===== src/hw/rtl/chte_pkg.sv =====
`timescale 1ns / 1ps
// ----------------------------------------------------------------------------
// chte_pkg: shared types and constants for the chained hash table engine
// Table geometry, request kinds, result status codes and the word layouts
// passed between the front end, the request queue and the back end.
// ----------------------------------------------------------------------------
package chte_pkg;

   // table geometry
   localparam int BUCKETS   = 9;
   localparam int ENTRIES   = 32;
   localparam int KEY_CHARS = 8;

   localparam int SLOT_W = $clog2(ENTRIES);
   localparam int LINK_W = SLOT_W + 1;
   localparam int BKT_W  = (BUCKETS > 1) ? $clog2(BUCKETS) : 1;
   localparam int BCNT_W = $clog2(BUCKETS + 1);
   localparam int CNT_W  = $clog2(ENTRIES + 1);

   localparam logic [LINK_W-1:0] END_MARK = '1;

   // bucket modulo by reciprocal multiply (average is below 256)
   localparam int MOD_SHIFT = 16;
   localparam int MOD_MULT  = ((1 << MOD_SHIFT) + BUCKETS - 1) / BUCKETS;

   // request kinds
   localparam logic [1:0] K_INSERT = 2'd0;
   localparam logic [1:0] K_DELETE = 2'd1;
   localparam logic [1:0] K_SEARCH = 2'd2;
   localparam logic [1:0] K_LIST   = 2'd3;

   // result status
   localparam logic [2:0] ST_OK        = 3'd0;
   localparam logic [2:0] ST_NOT_FOUND = 3'd1;
   localparam logic [2:0] ST_DUPLICATE = 3'd2;
   localparam logic [2:0] ST_FULL      = 3'd3;
   localparam logic [2:0] ST_BAD_KEY   = 3'd4;

   // normalized request, front to back
   typedef struct packed {
      logic [1:0]       kind;
      logic [63:0]      key;
      logic [3:0]       key_length;
      logic [39:0]      phone;
      logic [15:0]      code;
      logic             bad;
      logic [BKT_W-1:0] bucket;
   } cmd_type;

   // one stored record
   typedef struct packed {
      logic [63:0] key;
      logic [3:0]  key_length;
      logic [39:0] phone;
      logic [15:0] code;
   } ent_type;

   // result word, status in the low bits
   typedef struct packed {
      logic [63:0] found_key;
      logic [15:0] found_code;
      logic [39:0] found_phone;
      logic [4:0]  location;
      logic [2:0]  status;
   } rsp_type;

   function automatic logic [7:0] upcase(input logic [7:0] c);
      if (c >= 8'h61 && c <= 8'h7A) begin
         return c - 8'd32;
      end
      return c;
   endfunction

   // link of a slot that was never written: reset free list order
   function automatic logic [LINK_W-1:0] link_reset(input logic [SLOT_W-1:0] slot);
      if (int'(slot) == ENTRIES - 1) begin
         return END_MARK;
      end
      return LINK_W'(slot) + LINK_W'(1);
   endfunction

endpackage


===== src/hw/rtl/chte_queue.sv =====
`timescale 1ns / 1ps
// ----------------------------------------------------------------------------
// chte_queue: two-entry request queue
// Decouples the front end from the back end so either side can stall.
// ----------------------------------------------------------------------------
module chte_queue (
   input  logic              clock,
   input  logic              reset,
   input  logic              in_valid,
   output logic              in_ready,
   input  chte_pkg::cmd_type in_data,
   output logic              out_valid,
   input  logic              out_ready,
   output chte_pkg::cmd_type out_data
);

   chte_pkg::cmd_type mem_ff [2];
   logic       wr_ptr_ff, wr_ptr_in;
   logic       rd_ptr_ff, rd_ptr_in;
   logic [1:0] cnt_ff, cnt_in;
   logic       push, pop;

   assign in_ready  = (cnt_ff != 2'd2);
   assign out_valid = (cnt_ff != 2'd0);
   assign out_data  = mem_ff[rd_ptr_ff];
   assign push      = in_valid && in_ready;
   assign pop       = out_valid && out_ready;

   // pointer and fill count update
   always_comb begin
      wr_ptr_in = push ? !wr_ptr_ff : wr_ptr_ff;
      rd_ptr_in = pop ? !rd_ptr_ff : rd_ptr_ff;
      cnt_in    = cnt_ff + {1'b0, push} - {1'b0, pop};
   end

   always_ff @(posedge clock) begin
      if (reset) begin
         wr_ptr_ff <= 1'b0;
         rd_ptr_ff <= 1'b0;
         cnt_ff    <= 2'd0;
      end else begin
         wr_ptr_ff <= wr_ptr_in;
         rd_ptr_ff <= rd_ptr_in;
         cnt_ff    <= cnt_in;
      end
   end

   always_ff @(posedge clock) begin
      if (push) begin
         mem_ff[wr_ptr_ff] <= in_data;
      end
   end

endmodule


===== config.mk =====
export PLATFORM = sky130hd
export DESIGN_NAME = chte_queue
export DESIGN_NICKNAME = d
export VERILOG_FILES = /design/src/hw/rtl/chte_pkg.sv /design/src/hw/rtl/chte_queue.sv
export SDC_FILE = /design/constraint.sdc
export NUM_CORES = 1
export LEC_CHECK = 0
export BUFFER_PORTS_ARGS = -buffer_cell sky130_fd_sc_hd__buf_2
export CORE_MARGIN = 2
export CORE_UTILIZATION = 54
export CTS_BUF_LIST = sky130_fd_sc_hd__clkbuf_4 sky130_fd_sc_hd__clkbuf_8
export DETAILED_ROUTE_END_ITERATION = 8
export PLACE_DENSITY = 0.82
export REMOVE_ABC_BUFFERS = 1
export SYNTH_ARGS = -nofsm -noshare
export SYNTH_HDL_FRONTEND = slang
export SYNTH_SLANG_ARGS = --single-unit

===== constraint.sdc =====
create_clock -name clock -period 5.09 [get_ports clock]
set_input_delay 0.509 -clock clock [delete_from_list [all_inputs] [get_ports clock]]
set_output_delay 0.509 -clock clock [all_outputs]
set_load 0.005 [all_outputs]

==> Yosys cells after proc, flatten, opt, wreduce, memory -nomap -nowiden <==
Memories as Yosys holds them, arrays and structs flattened. A register that Yosys moved wholly into a read port is not among the register bits.
Cells that the tools add are included.
{ "word_totals": {"memories": 1, "output_inout_bits": 133, "reg_bits": 4, "latch_bits": 0, "rom_bits": 0, "elab_cells": 16, "input_bits": 135, "ram_bits": 262} }
{ "op_classes": {"magnitude_cmp": 0, "n_addsub": 2, "muxes": 4, "n_div": 0, "bitwise_logic": 0, "multipliers": 0, "shifts": 0, "eq_ne": 1, "n_reduce_logical": 5} }
{ "memory_table": {"columns": ["name", "words", "word_bits", "rd", "rd_ports_with_merged_regs", "write_ports", "line_no", "rtl"], "rows": [
  ["mem_ff", 2, 131, 1, 1, 1, "chte_queue.sv:17", "chte_pkg::cmd_type mem_ff [2];"]
]} }
{ "ops": {"columns": ["op", "n"], "rows": [
  ["1-bit two-way mux", 4],
  ["2-bit by 1-bit adder with 2-bit output", 1],
  ["1-bit logical AND", 2],
  ["1-bit logical NOT", 2],
  ["2-bit != test, second input constant", 1],
  ["2-bit nonzero test", 1],
  ["2-bit by 1-bit subtractor with 2-bit output", 1]
]} }

==> Depth between registers and ports, before layout <==
{ "depth": {"word_depth": 4, "ltp_mapped": 6, "ltp_nobuf": 6} }

==> Least setup slack after synthesis <==
No wires, ideal clock.
{ "synth_timing": {"kind": "reg2reg", "from": "register cnt_ff[0]", "to": "memory mem_ff[1][0] (netlist bit), enable pin", "t_arrival_ps": 3655, "required_ps": 4584, "path_buffers": 0, "slack_ps": 928, "period_less_slack_ps": 4162, "stages_incl_launch_ff": 3, "setup_ps": 506, "cell_sequence": "dfxtp_1 -> nand2b_1 -> and3_1"} }
{ "synth_between": {"elab_chain_len": 4} }
{ "synth_lines": {"columns": ["element", "line_no", "rtl"], "rows": [
  ["start, declared", "chte_queue.sv:20", "logic [1:0] cnt_ff, cnt_in;"],
  ["start signal, assigned", "chte_queue.sv:44", "cnt_ff <= cnt_in;"],
  ["2-bit != test", "chte_queue.sv:23", "assign in_ready = (cnt_ff != 2'd2);"],
  ["named net in_ready", "chte_queue.sv:10", "output logic in_ready,"],
  ["1-bit logical AND", "chte_queue.sv:26", "assign push = in_valid && in_ready;"],
  ["1-bit two-way mux", "chte_queue.sv:49", "if (push) begin"],
  ["1-bit two-way mux (implied by the code)", "chte_queue.sv:50", "mem_ff[wr_ptr_ff] <= in_data;"],
  ["end, declared", "chte_queue.sv:17", null]
]} }
The timed path passes the listed nets, and every way through them passes these cells.

==> flow_summary.yaml <==
outcome:
  outcome: "finished clean"
clock_tree:
  post_cts_buffers: 0
  cts_num_sinks: 267
  worstSkewPairLatency_ns: 0.51
  cts-buffers-inserted: 43
  worst_setup_hold_path_clk_slew_ns: 0.06
  cts_hold_repair.buffers: 0
  ctsLongestPathBuffers: 3
  cts_resized: 0
  ctsHtreeMaxLevel: 2
  clock-root-buffer: "sky130_fd_sc_hd__clkbuf_8"
  clock_tree_from_tritoncts: "yes"
timing:
  period_minus_slack_ns: 3.094
  grt_setup_unrepaired: "false"
  final_setup_fails: 0
  holdWs_ns: 0.1811
  worst_pin_slew_ns: 0.9221
  final.setup.worst_slack_ns: 1.996
  report.final.hold_viol_count: 0
  slew_viol_final: 0
  fmaxAchievable_mhz: 323.2
  fin_skew_ns: 0.01641
  final.period_utilization: 0.6079
  maxSlewHeadroom: 0.3853
floorplan:
  die_span_x_um: 140.6
  core_mm2: 0.01815
  floorplan.initialDensity: 0.5552
  rows: 49
  top_level_i_o_count: 268
  die_h_um: 140.6
  die_area_mm2: 0.01977
worst_hold_path:
  timing.hold.worst.class: "in2reg"
finish:
  design.final.nets: 873
  most_common_cell_after_layout_fill_and_taps_aside: "sky130_fd_sc_hd__buf_2"
  finish.cell_count_without_fillers: 998
  mostFrequentLayoutCells: "267 x sky130_fd_sc_hd__buf_2, 262 x sky130_fd_sc_hd__edfxtp_1, 90 x sky130_fd_sc_hd__mux2_4"
  layout.core_utilization: 0.6842
  layout-drive-gt1-share: 0.6162
  stdcell_area_mm2: 0.01242
  synthToLayoutAreaGrowth_pct: 23.22
route:
  wire_per_inst_um: 18.73
  wirelength_mm: 18.69
  drt_iter0_markers: 152
  vias: 5120
  drc: 0
  ant_nets: 0
  vias_per_cell: 5.130
  first_pass_iters: 5
synthesis:
  netlist-cell-type-count: 25
  ys_ff_latch: 267
  synth.avg_cell_area_um2: 23.06
  synth.yosys.warnings: 0
  proportion_of_synthesized_chip_area_in_sequential_cells: 0.7908
  postSynthCellCount: 437
  synthesis.area_mm2: 0.01008
placement:
  detailed_place_hpwl_mm: 12.34
  pre_cts_ws_ns: 2.496
  gp_congestion: 0.7508
  dpl_cell_area_mm2: 0.01162
  dp.cells: 921
  io_buffers: 267
setup_path:
  worst-path-max-fanout: 77
  cp_cell_sequence: "buf_12 -> mux2_2 -> buf_2"
  path_class: "reg2out"
  timing.critical_path.required_ns: 4.58
  critical_path.top_delay_family: "flip-flops"
  cp-end-kind: "output pin"
  highest_delay_cell_along_the_critical_path: "sky130_fd_sc_hd__dfxtp_4"
  critPathLaunchType: "register"
  critical_path_arrival_ns: 2.59
  cp_slowest_stage_delay_ns: 0.94
  critical_path_buf_inv_count: 2
grt:
  grt_pass1_vias: 5513
  largest_net_degree_at_the_start_of_global_routing: 98
  antenna_found_initial: 3
  global_route_wire_length_before_repair_mm: 28.17
  grt_overflow: 0
  grt_util_all_layers: 0.1833
pwr:
  p_per_area_mw_per_mm2: 445.8
  max-vdd-ir-drop_mv: 0.2662
  p_leak_nw: 4.841
flow_run:
  cap_viol_max_count: 0
==> synthesized netlist by cell type <==
| cell | instances | area share |
|---|---|---|
| sky130_fd_sc_hd__nand3_1 | 1 | 0.00050 |
| sky130_fd_sc_hd__inv_1 | 1 | 0.00037 |
| sky130_fd_sc_hd__dfxtp_1 | 5 | 0.0099 |
| sky130_fd_sc_hd__a21bo_2 | 1 | 0.00099 |
| sky130_fd_sc_hd__nand3b_1 | 1 | 0.00075 |
| sky130_fd_sc_hd__nor4bb_1 | 1 | 0.00099 |
| sky130_fd_sc_hd__buf_6 | 10 | 0.011 |
| sky130_fd_sc_hd__o21ai_0 | 2 | 0.00099 |
| sky130_fd_sc_hd__a21oi_1 | 1 | 0.00050 |
| sky130_fd_sc_hd__xor2_1 | 1 | 0.00087 |
| sky130_fd_sc_hd__nor2b_2 | 1 | 0.00087 |
| sky130_fd_sc_hd__nor2_1 | 4 | 0.0015 |
| sky130_fd_sc_hd__ha_1 | 1 | 0.0012 |
| sky130_fd_sc_hd__nand2b_1 | 1 | 0.00062 |
| sky130_fd_sc_hd__mux2_4 | 90 | 0.13 |
| sky130_fd_sc_hd__edfxtp_1 | 262 | 0.78 |
| sky130_fd_sc_hd__o31a_1 | 1 | 0.00087 |
| sky130_fd_sc_hd__nor4_1 | 1 | 0.00062 |
| sky130_fd_sc_hd__o21ba_2 | 1 | 0.00099 |
| sky130_fd_sc_hd__nor2b_1 | 1 | 0.00062 |
| sky130_fd_sc_hd__mux2_2 | 41 | 0.046 |
| sky130_fd_sc_hd__and3_1 | 2 | 0.0012 |
| sky130_fd_sc_hd__or2_2 | 1 | 0.00062 |
| sky130_fd_sc_hd__nor3_1 | 1 | 0.00050 |
| sky130_fd_sc_hd__buf_2 | 5 | 0.0025 |
==> worst reg2reg max path: cells and delay by family (launching register included) <==
family	cells	cell delay [ns]
buffers and inverters	2	1.30
and+or+nand+nor	2	0.42
DFF	1	0.43
==> metrics by stage <==
stage               total power [mW]  setup TNS [ns]
finish                         5.535               0
global route                   5.784               0
CTS                            5.611               0
detailed placement             3.928               0
global placement               3.884               0
floorplan                      3.618          -47.80
==> cell families after synthesis <==
kind of cell,count (synthesis),share of synthesized area
flops,267,0.7908
mux,131,0.1799
buf+inv,16,0.01403
simple gates,15,0.008817
compound gates,6,0.004346
xor+xnor,1,0.0008694
fa+ha+maj,1,0.001242
==> flip-flops by register name, summed over array words and instances, names as in the netlist, named ones only <==
register and cells:
rd_ptr_ff 1, wr_ptr_ff 1, mem_ff 262, cnt_ff 2
==> per-layer routing <==
layer / global-route usage / vias to the layer above / wire length, um
li1: - / 2355 / -
met1: 0.2083 / 2499 / 7063
met2: 0.3153 / 215 / 9435
met3: 0.06760 / 49 / 1625
met4: 0.07579 / 2 / 550
met5: 0 / - / 13
==> cell type report <==
type	count	area, um^2
Antenna cell	3	7.507
Clock buffer	57	709.4
Clock inverter	17	76.32
Fill cell	1172	5732
Inverter	1	8.758
Multi-Input combinational cell	154	1972
Sequential cell	267	7971
Tap cell	229	286.5
Timing Repair Buffer	270	1384
==> worst paths after layout <==
kind / slack [ns] / to / depth (start not counted) / from
hold / removal: 0.18 / mem_ff[1][56]$_DFFE_PP_ / 1 / in_data[56]
hold reg to reg: 0.56 / rd_ptr_ff$_SDFFE_PP0P_ / 2 / rd_ptr_ff$_SDFFE_PP0P_
setup reg to reg: 2.57 / mem_ff[0][62]$_DFFE_PP_ / 4 / cnt_ff[0]$_SDFF_PP0_
setup / recovery: 2.00 / out_data[29] / 3 / register
==> power breakdown <==
part / total, mW / leakage, nW / switching [mW] / internal (mW)
logic: 1.08 / 1.93 / 0.462 / 0.616
clock network: 1.67 / 0.422 / 0.764 / 0.904
registers: 2.79 / 2.49 / 0.116 / 2.67
total: 5.54 / 4.84 / 1.34 / 4.19
Power figures use the tool's default switching activity.
