$ cat config.mk
export PLATFORM = sky130hd
export DESIGN_NAME = chte_front
export DESIGN_NICKNAME = d
export VERILOG_FILES = /design/src/hw/rtl/chte_pkg.sv /design/src/hw/rtl/chte_front.sv
export SDC_FILE = /design/constraint.sdc
export NUM_CORES = 1
export LEC_CHECK = 0
export ABC_CLOCK_PERIOD_IN_PS = 10200
export BUFFER_PORTS_ARGS = -buffer_cell sky130_fd_sc_hd__buf_2
export CAP_MARGIN = 40
export CORE_MARGIN = 1.5
export CORE_UTILIZATION = 30
export DETAILED_ROUTE_END_ITERATION = 12
export GPL_TIMING_DRIVEN = 0
export SETUP_SLACK_MARGIN = 0.15
export SKIP_LAST_GASP = 1
export SYNTH_ARGS = -nofsm -noshare
export SYNTH_HDL_FRONTEND = slang
export SYNTH_SLANG_ARGS = --single-unit
$ cat constraint.sdc
create_clock -name clock -period 10.2 [get_ports clock]
set_input_delay 0.51 -clock clock [delete_from_list [all_inputs] [get_ports clock]]
set_output_delay 0.51 -clock clock [all_outputs]
set_load 0.05 [all_outputs]
$ cat src/hw/rtl/chte_pkg.sv
`timescale 1ns / 1ps
// ----------------------------------------------------------------------------
// chte_pkg: shared types and constants for the chained hash table engine
// Table geometry, request kinds, result status codes and the word layouts
// passed between the front end, the request queue and the back end.
// ----------------------------------------------------------------------------
package chte_pkg;

   // table geometry
   localparam int BUCKETS   = 9;
   localparam int ENTRIES   = 32;
   localparam int KEY_CHARS = 8;

   localparam int SLOT_W = $clog2(ENTRIES);
   localparam int LINK_W = SLOT_W + 1;
   localparam int BKT_W  = (BUCKETS > 1) ? $clog2(BUCKETS) : 1;
   localparam int BCNT_W = $clog2(BUCKETS + 1);
   localparam int CNT_W  = $clog2(ENTRIES + 1);

   localparam logic [LINK_W-1:0] END_MARK = '1;

   // bucket modulo by reciprocal multiply (average is below 256)
   localparam int MOD_SHIFT = 16;
   localparam int MOD_MULT  = ((1 << MOD_SHIFT) + BUCKETS - 1) / BUCKETS;

   // request kinds
   localparam logic [1:0] K_INSERT = 2'd0;
   localparam logic [1:0] K_DELETE = 2'd1;
   localparam logic [1:0] K_SEARCH = 2'd2;
   localparam logic [1:0] K_LIST   = 2'd3;

   // result status
   localparam logic [2:0] ST_OK        = 3'd0;
   localparam logic [2:0] ST_NOT_FOUND = 3'd1;
   localparam logic [2:0] ST_DUPLICATE = 3'd2;
   localparam logic [2:0] ST_FULL      = 3'd3;
   localparam logic [2:0] ST_BAD_KEY   = 3'd4;

   // normalized request, front to back
   typedef struct packed {
      logic [1:0]       kind;
      logic [63:0]      key;
      logic [3:0]       key_length;
      logic [39:0]      phone;
      logic [15:0]      code;
      logic             bad;
      logic [BKT_W-1:0] bucket;
   } cmd_type;

   // one stored record
   typedef struct packed {
      logic [63:0] key;
      logic [3:0]  key_length;
      logic [39:0] phone;
      logic [15:0] code;
   } ent_type;

   // result word, status in the low bits
   typedef struct packed {
      logic [63:0] found_key;
      logic [15:0] found_code;
      logic [39:0] found_phone;
      logic [4:0]  location;
      logic [2:0]  status;
   } rsp_type;

   function automatic logic [7:0] upcase(input logic [7:0] c);
      if (c >= 8'h61 && c <= 8'h7A) begin
         return c - 8'd32;
      end
      return c;
   endfunction

   // link of a slot that was never written: reset free list order
   function automatic logic [LINK_W-1:0] link_reset(input logic [SLOT_W-1:0] slot);
      if (int'(slot) == ENTRIES - 1) begin
         return END_MARK;
      end
      return LINK_W'(slot) + LINK_W'(1);
   endfunction

endpackage

$ cat src/hw/rtl/chte_front.sv
`timescale 1ns / 1ps
// ----------------------------------------------------------------------------
// chte_front: request intake and key classification
// Clamps the key length, masks unused key bytes, forms the bucket average
// and its remainder over the bucket count, and flags bad keys. Two stages.
// ----------------------------------------------------------------------------
module chte_front (
   input  logic                   clock,
   input  logic                   reset,
   input  logic                   req_tvalid,
   output logic                   req_tready,
   // kind[1:0]
   input  logic [1:0]             req_tuser,
   // key[63:0], key_length[67:64], phone[107:68], code[123:108]
   input  logic [127:0]           req_tdata,
   output logic                   q_valid,
   input  logic                   q_ready,
   output chte_pkg::cmd_type      q_data
);

   logic [1:0]  in_kind;
   logic [63:0] in_key;
   logic [3:0]  in_klen;
   logic [3:0]  len_c;
   logic [63:0] key_m;
   logic [7:0]  first_c;
   logic [7:0]  last_c;
   logic signed [9:0] sum_c;
   logic        bad_c;
   logic [7:0]  avg_c;

   logic        advance;
   logic        s1_valid_ff, s1_valid_in;
   logic        s2_valid_ff, s2_valid_in;
   chte_pkg::cmd_type s1_ff, s2_ff;
   logic [7:0]  avg1_ff, avg2_ff;
   logic [7:0]  quo_ff;
   logic [25:0] prod_c;
   logic [13:0] rem_c;

   assign in_kind = req_tuser;
   assign in_key  = req_tdata[63:0];
   assign in_klen = req_tdata[67:64];

   // length clamp, key byte mask, last character pick
   always_comb begin
      if (in_klen == 4'd0) begin
         len_c = 4'd1;
      end else if (in_klen > 4'(chte_pkg::KEY_CHARS)) begin
         len_c = 4'(chte_pkg::KEY_CHARS);
      end else begin
         len_c = in_klen;
      end
      last_c = in_key[7:0];
      for (int i = 0; i < 8; i++) begin
         key_m[8*i +: 8] = (4'(i) < len_c) ? in_key[8*i +: 8] : 8'd0;
         if (4'(i + 1) == len_c) begin
            last_c = in_key[8*i +: 8];
         end
      end
      first_c = chte_pkg::upcase(in_key[7:0]);
      sum_c = $signed({2'b00, first_c}) + $signed({2'b00, chte_pkg::upcase(last_c)})
              - 10'sd128;
      // average truncates toward zero: only a sum below -1 goes negative
      bad_c = (sum_c < -10'sd1);
      avg_c = sum_c[9] ? 8'd0 : sum_c[8:1];
   end

   assign advance    = !s2_valid_ff || q_ready;
   assign req_tready = advance;

   assign s1_valid_in = advance ? req_tvalid : s1_valid_ff;
   assign s2_valid_in = advance ? s1_valid_ff : s2_valid_ff;

   always_ff @(posedge clock) begin
      if (reset) begin
         s1_valid_ff <= 1'b0;
         s2_valid_ff <= 1'b0;
      end else begin
         s1_valid_ff <= s1_valid_in;
         s2_valid_ff <= s2_valid_in;
      end
   end

   // quotient estimate by reciprocal
   assign prod_c = 26'(avg1_ff) * 26'(chte_pkg::MOD_MULT);

   always_ff @(posedge clock) begin
      if (advance) begin
         s1_ff.kind       <= in_kind;
         s1_ff.key        <= key_m;
         s1_ff.key_length <= len_c;
         s1_ff.phone      <= req_tdata[107:68];
         s1_ff.code       <= req_tdata[123:108];
         s1_ff.bad        <= bad_c;
         s1_ff.bucket     <= '0;
         avg1_ff          <= avg_c;
         s2_ff            <= s1_ff;
         avg2_ff          <= avg1_ff;
         quo_ff           <= 8'(prod_c >> chte_pkg::MOD_SHIFT);
      end
   end

   // remainder with one correction step
   always_comb begin
      rem_c = 14'(avg2_ff) - 14'(quo_ff) * 14'(chte_pkg::BUCKETS);
      if (rem_c >= 14'(chte_pkg::BUCKETS)) begin
         rem_c = rem_c - 14'(chte_pkg::BUCKETS);
      end
      q_data        = s2_ff;
      q_data.bucket = chte_pkg::BKT_W'(rem_c);
   end

   assign q_valid = s2_valid_ff;

endmodule

======== Yosys cells after proc, flatten, opt, wreduce, memory -nomap -nowiden ========
Cells that the tools add are included.
Widths: inputs -> output; s select.
word-level totals
  input port bits ......................... 134
  logic and storage cells ................. 75
  output and inout port bits .............. 133
  flip-flop bits (word level) ............. 277
cells by class
  reductions and logical operators ........ 5
  equal/unequal tests ..................... 7
  $lt $le $gt $ge ......................... 15
  multiplexer cells ....................... 16
  multiply operators ...................... 2
  add/subtract/negate cells ............... 6
operator list
  operator               count
  $mux 8                 11
  $mul 8x12->20 const B  1
  $eq 3x4->1 const A     4
  $ge 8x7->1 const B     2
  $le 8x7->1 const B     2
  $lt 3x4->1 const A     4
  $sub 8x6->8 const B    2
  $ge 14x4->1 const B    1
  $mux 4                 3
  $lt 10x1->1 const B    1
  $sub 8x9->10           1
  $sub 9x8->10 const B   1
  $add 8x8->9            1
  $mul 5x4->9 const B    1
  $eq 2x4->1 const A     2
  $lt 1x4->1 const A     2
  $lt 2x4->1 const A     2
  $eq 4x4->1 const A     1
  $gt 4x4->1 const B     1
  $logic_not 4->1        1
  $sub 4x4->4 const B    1
  $logic_and 1x1->1      2
  $mux 1                 2
  $logic_not 1->1        1
  $logic_or 1x1->1       1

======== Depth between registers and ports, before layout ========
  word-level depth ........................ 18
  depth in mapped cells ................... 18
  gate-level depth less buffers ........... 16

======== Least setup slack after synthesis ========
Ideal clock, no wire load.
  kind .................................... input to register
  from .................................... input port q_ready
  to ...................................... register s1_valid_ff
  required time ........................... 10.051 ns
  data arrival time ....................... 8.139 ns
  buffers on the path ..................... 0
  slack ................................... 1.911 ns
  library setup time ...................... 0.149 ns
  cell stages on the path ................. 3
  path through ............................ nand2b_1 > mux2i_1 > nor2_1
on the way
  longest elaborated chain between the ends .. 1
RTL lines
  what                  RTL line          text
  start, declared       chte_front.sv:17  input logic q_ready,
  $logic_or 1x1->1      chte_front.sv:69  assign advance = !s2_valid_ff || q_ready;
  end signal, assigned  chte_front.sv:80  s1_valid_ff <= s1_valid_in;
  end, declared         chte_front.sv:33  logic s1_valid_ff, s1_valid_in;
No other way between the ends.
A chain may end at the register's enable or synchronous reset.

==> impl_metrics.sql <==
INSERT INTO impl_metrics (metric_group, metric, value, unit) VALUES
('timing', 'hold_viol', '0', ''),
('critical_path', 'cp_slowest_cell', 'sky130_fd_sc_hd__edfxtp_1', ''),
('critical_path', 'kind_of_launch_point_of_the_worst_setup_path', 'register', ''),
('logic_synthesis', 'netlist.top_cell.by_area', 'sky130_fd_sc_hd__edfxtp_1', ''),
('logic_synthesis', 'synth_cell_types', '57', ''),
('clock_network', 'quantity_of_gates_resized_following_cts', '0', ''),
('clock_network', 'tritoncts', 'done', ''),
('clock_network', 'cts_inserted_buffers', '30', ''),
('grt', 'overflow', '0', ''),
('layout', 'mostFrequentLayoutCells', '275 x sky130_fd_sc_hd__edfxtp_1, 266 x sky130_fd_sc_hd__buf_2, 77 x sky130_fd_sc_hd__inv_1', ''),
('grt', 'antenna_found_initial', '11', ''),
('logic_synthesis', 'synth.top_cells.by_area', 'sky130_fd_sc_hd__edfxtp_1 69%, sky130_fd_sc_hd__ha_1 8.0%, sky130_fd_sc_hd__fa_1 3.9%, sky130_fd_sc_hd__nor2b_1 3.0%, sky130_fd_sc_hd__inv_1 2.4%', ''),
('clock_network', 'clock_tree.htree_level_count', '1', ''),
('power', 'report.power.total', '4.45', 'mW'),
('critical_path', 'worst-path-buf-inv', '3', ''),
('timing', 'tns', '0', 'ns'),
('power', 'p_leak', '6.44', 'nW'),
('critical_path', 'path_max_fanout', '5', ''),
('timing', 'minimum_clock_period', '4.47', 'ns'),
('floorplanning', 'die_width', '202', 'um'),
('job', 'maxCapViolCount', '0', ''),
('timing', 'max_slew_violations', '0', ''),
('logic_synthesis', 'postSynth.asyncResetShare', '0', ''),
('routing', 'drt_drc_violations_left', '0', ''),
('grt', 'grt_use_total', '0.133', ''),
('timing', 'finalSetupViolations', '0', ''),
('power', 'vdd_drop_max', '0.443', 'mV'),
('timing', 'holdWs', '0.103', 'ns'),
('floorplanning', 'placementRows', '72', ''),
('critical_path', 'worst_path_dominant_cell_family', 'adder cells', ''),
('placed_design', 'place_hpwl', '21500', 'um'),
('logic_synthesis', 'ys.flop_type', 'sky130_fd_sc_hd__edfxtp_1', ''),
('clock_network', 'clock_tree.buffer_depth', '3', ''),
('routing', 'wl_per_cell', '17.4', 'um'),
('layout', 'most_common_library_cell_in_the_layout_ignoring_fill_and_taps', 'sky130_fd_sc_hd__edfxtp_1', ''),
('clock_network', 'cts-hold-fix-buffers', '0', ''),
('logic_synthesis', 'synth_fp_nets', '992', ''),
('timing', 'max_clock_freq', '0.224', 'GHz'),
('logic_synthesis', 'netlist_instances', '759', ''),
('clock_network', 'cts_sinks', '277', ''),
('timing', 'worstMarginPinSlew', '0.915', 'ns'),
('logic_synthesis', 'netlist_area', '11900', 'um2'),
('placed_design', 'gp_routability_congestion', '0.789', ''),
('timing', 'setup_skew', '0.0159', 'ns'),
('worst_hold_path', 'min_path_type', 'primary input to register', ''),
('outcome', 'status', 'complete, no violations', ''),
('clock_network', 'cts.root.buffer_cell', 'sky130_fd_sc_hd__clkbuf_16', ''),
('routing', 'routed-via-count', '7064', ''),
('critical_path', 'worst_setup_path_end_kind', 'output port', ''),
('floorplanning', 'pin_count', '267', ''),
('logic_synthesis', 'yosys_warnings', '0', ''),
('clock_network', 'clk_transition_reported_paths', '0.06', 'ns'),
('routing', 'drt_iter0_markers', '368', ''),
('layout', 'drive_above_1_share', '0.309', ''),
('routing', 'detail_route.wirelength', '28000', 'um'),
('logic_synthesis', 'synth_top_area_frac', '0.694', ''),
('logic_synthesis', 'postSynthAreaPerCell', '15.7', 'um2'),
('power', 'pwr_density_cell', '296', 'nW/um2'),
('clock_network', 'post_cts.repair.setup_buffers', '0', ''),
('floorplanning', 'floorplan.die.height', '202', 'um'),
('layout', 'postLayoutCoreUtil', '0.386', ''),
('timing', 'post-route-period-util', '0.438', ''),
('critical_path', 'cp_data_required_time', '9.69', 'ns'),
('timing', 'timing.slew.headroom', '0.387', ''),
('timing', 'grt_setup_unrepaired', 'false', ''),
('routing', 'postRouteAntennaNets', '0', ''),
('floorplanning', 'initial_core_util', '0.306', ''),
('layout', 'stdcell_count', '1606', ''),
('grt', 'grt_pass1_vias', '7027', ''),
('routing', 'drtPass1Iterations', '7', ''),
('logic_synthesis', 'synth_edf_count', '275', '');
[synthesized netlist by cell type (all sizes together), types with 2 or more instances]
| library cell | count |
|---|---|
| a21o | 4 |
| ha | 76 |
| o21bai | 3 |
| buf | 8 |
| o31ai | 2 |
| nand2 | 15 |
| mux2 | 2 |
| and2 | 7 |
| nor3b | 4 |
| clkbuf | 13 |
| or4 | 3 |
| edfxtp | 275 |
| o21a | 4 |
| dfxtp | 2 |
| nor3 | 6 |
| inv | 77 |
| or2 | 3 |
| xnor2 | 17 |
| nor2 | 29 |
| a21oi | 25 |
| o21ai | 23 |
| nor4 | 3 |
| xor2 | 3 |
| or3 | 2 |
| o211ai | 4 |
| mux2i | 11 |
| nor2b | 57 |
| o2bb2ai | 3 |
| a211oi | 7 |
| fa | 23 |
| nand3 | 7 |
| a31oi | 5 |
| nand2b | 11 |
| nand3b | 2 |
| o22ai | 6 |
| a21boi | 2 |
[routing by layer]
metal  GRT usage  up-vias  wire length [um]
met2       0.212      214             13100
met3      0.0374       60              2030
met4      0.0495       10               791
met5           0        -                64
li1            -     3383                 -
met1       0.174     3397             12000
[cell type report]
cell class | count | area, um2
repair buffers | 268 | 1430
well taps | 518 | 648
clock buffers | 34 | 766
plain buffers | 21 | 95.1
multi-input cells | 384 | 3240
clock inverters | 21 | 262
diodes | 6 | 15.0
fillers | 3725 | 23900
flip-flops and latches | 277 | 8300
inverters | 77 | 289
[power by group]
part           internal, mW  total (mW)  switching (mW)  leakage (nW)
logic                 0.688        1.86            1.17          2.97
registers              1.41        1.47          0.0600          2.97
clock network         0.667        1.11           0.445         0.496
total                  2.77        4.45            1.68          6.44
[kinds of logic after synthesis]
group | synth area share
buffers and inverters | 0.0323
adders and majority gates | 0.119
xor gates and xnor gates | 0.0147
muxes | 0.0111
and+or+nand+nor | 0.0736
AOI/OAI and AO/OA | 0.0525
DFF | 0.697
[registers in the layout, summed over array words and instances, names as in the netlist]
register	flops
q_valid	1
s1_valid_ff	1
quo_ff	5
s1_ff	127
avg2_ff	8
q_data	127
avg1_ff	8
[through the flow]
step	setup slack [ns]	area, um2
after floorplan	1.91	11900
after global placement	-1.48	13900
after detailed placement	5.75	14000
after CTS	5.61	15000
after global routing	5.40	15000
final	5.73	15000
[final timing paths]
kind                            startpoint         end  slack [ns]  cells after the start
worst max register to register  avg1_ff[2]   quo_ff[3]        5.93                     16
worst min-delay path                 reset     q_valid        0.10                      2
worst max-delay path            avg2_ff[2]   q_data[3]        5.73                     12
worst min register to register   s1_ff[71]  q_data[71]        0.41                      0
(Power assumes the default switching activity.)
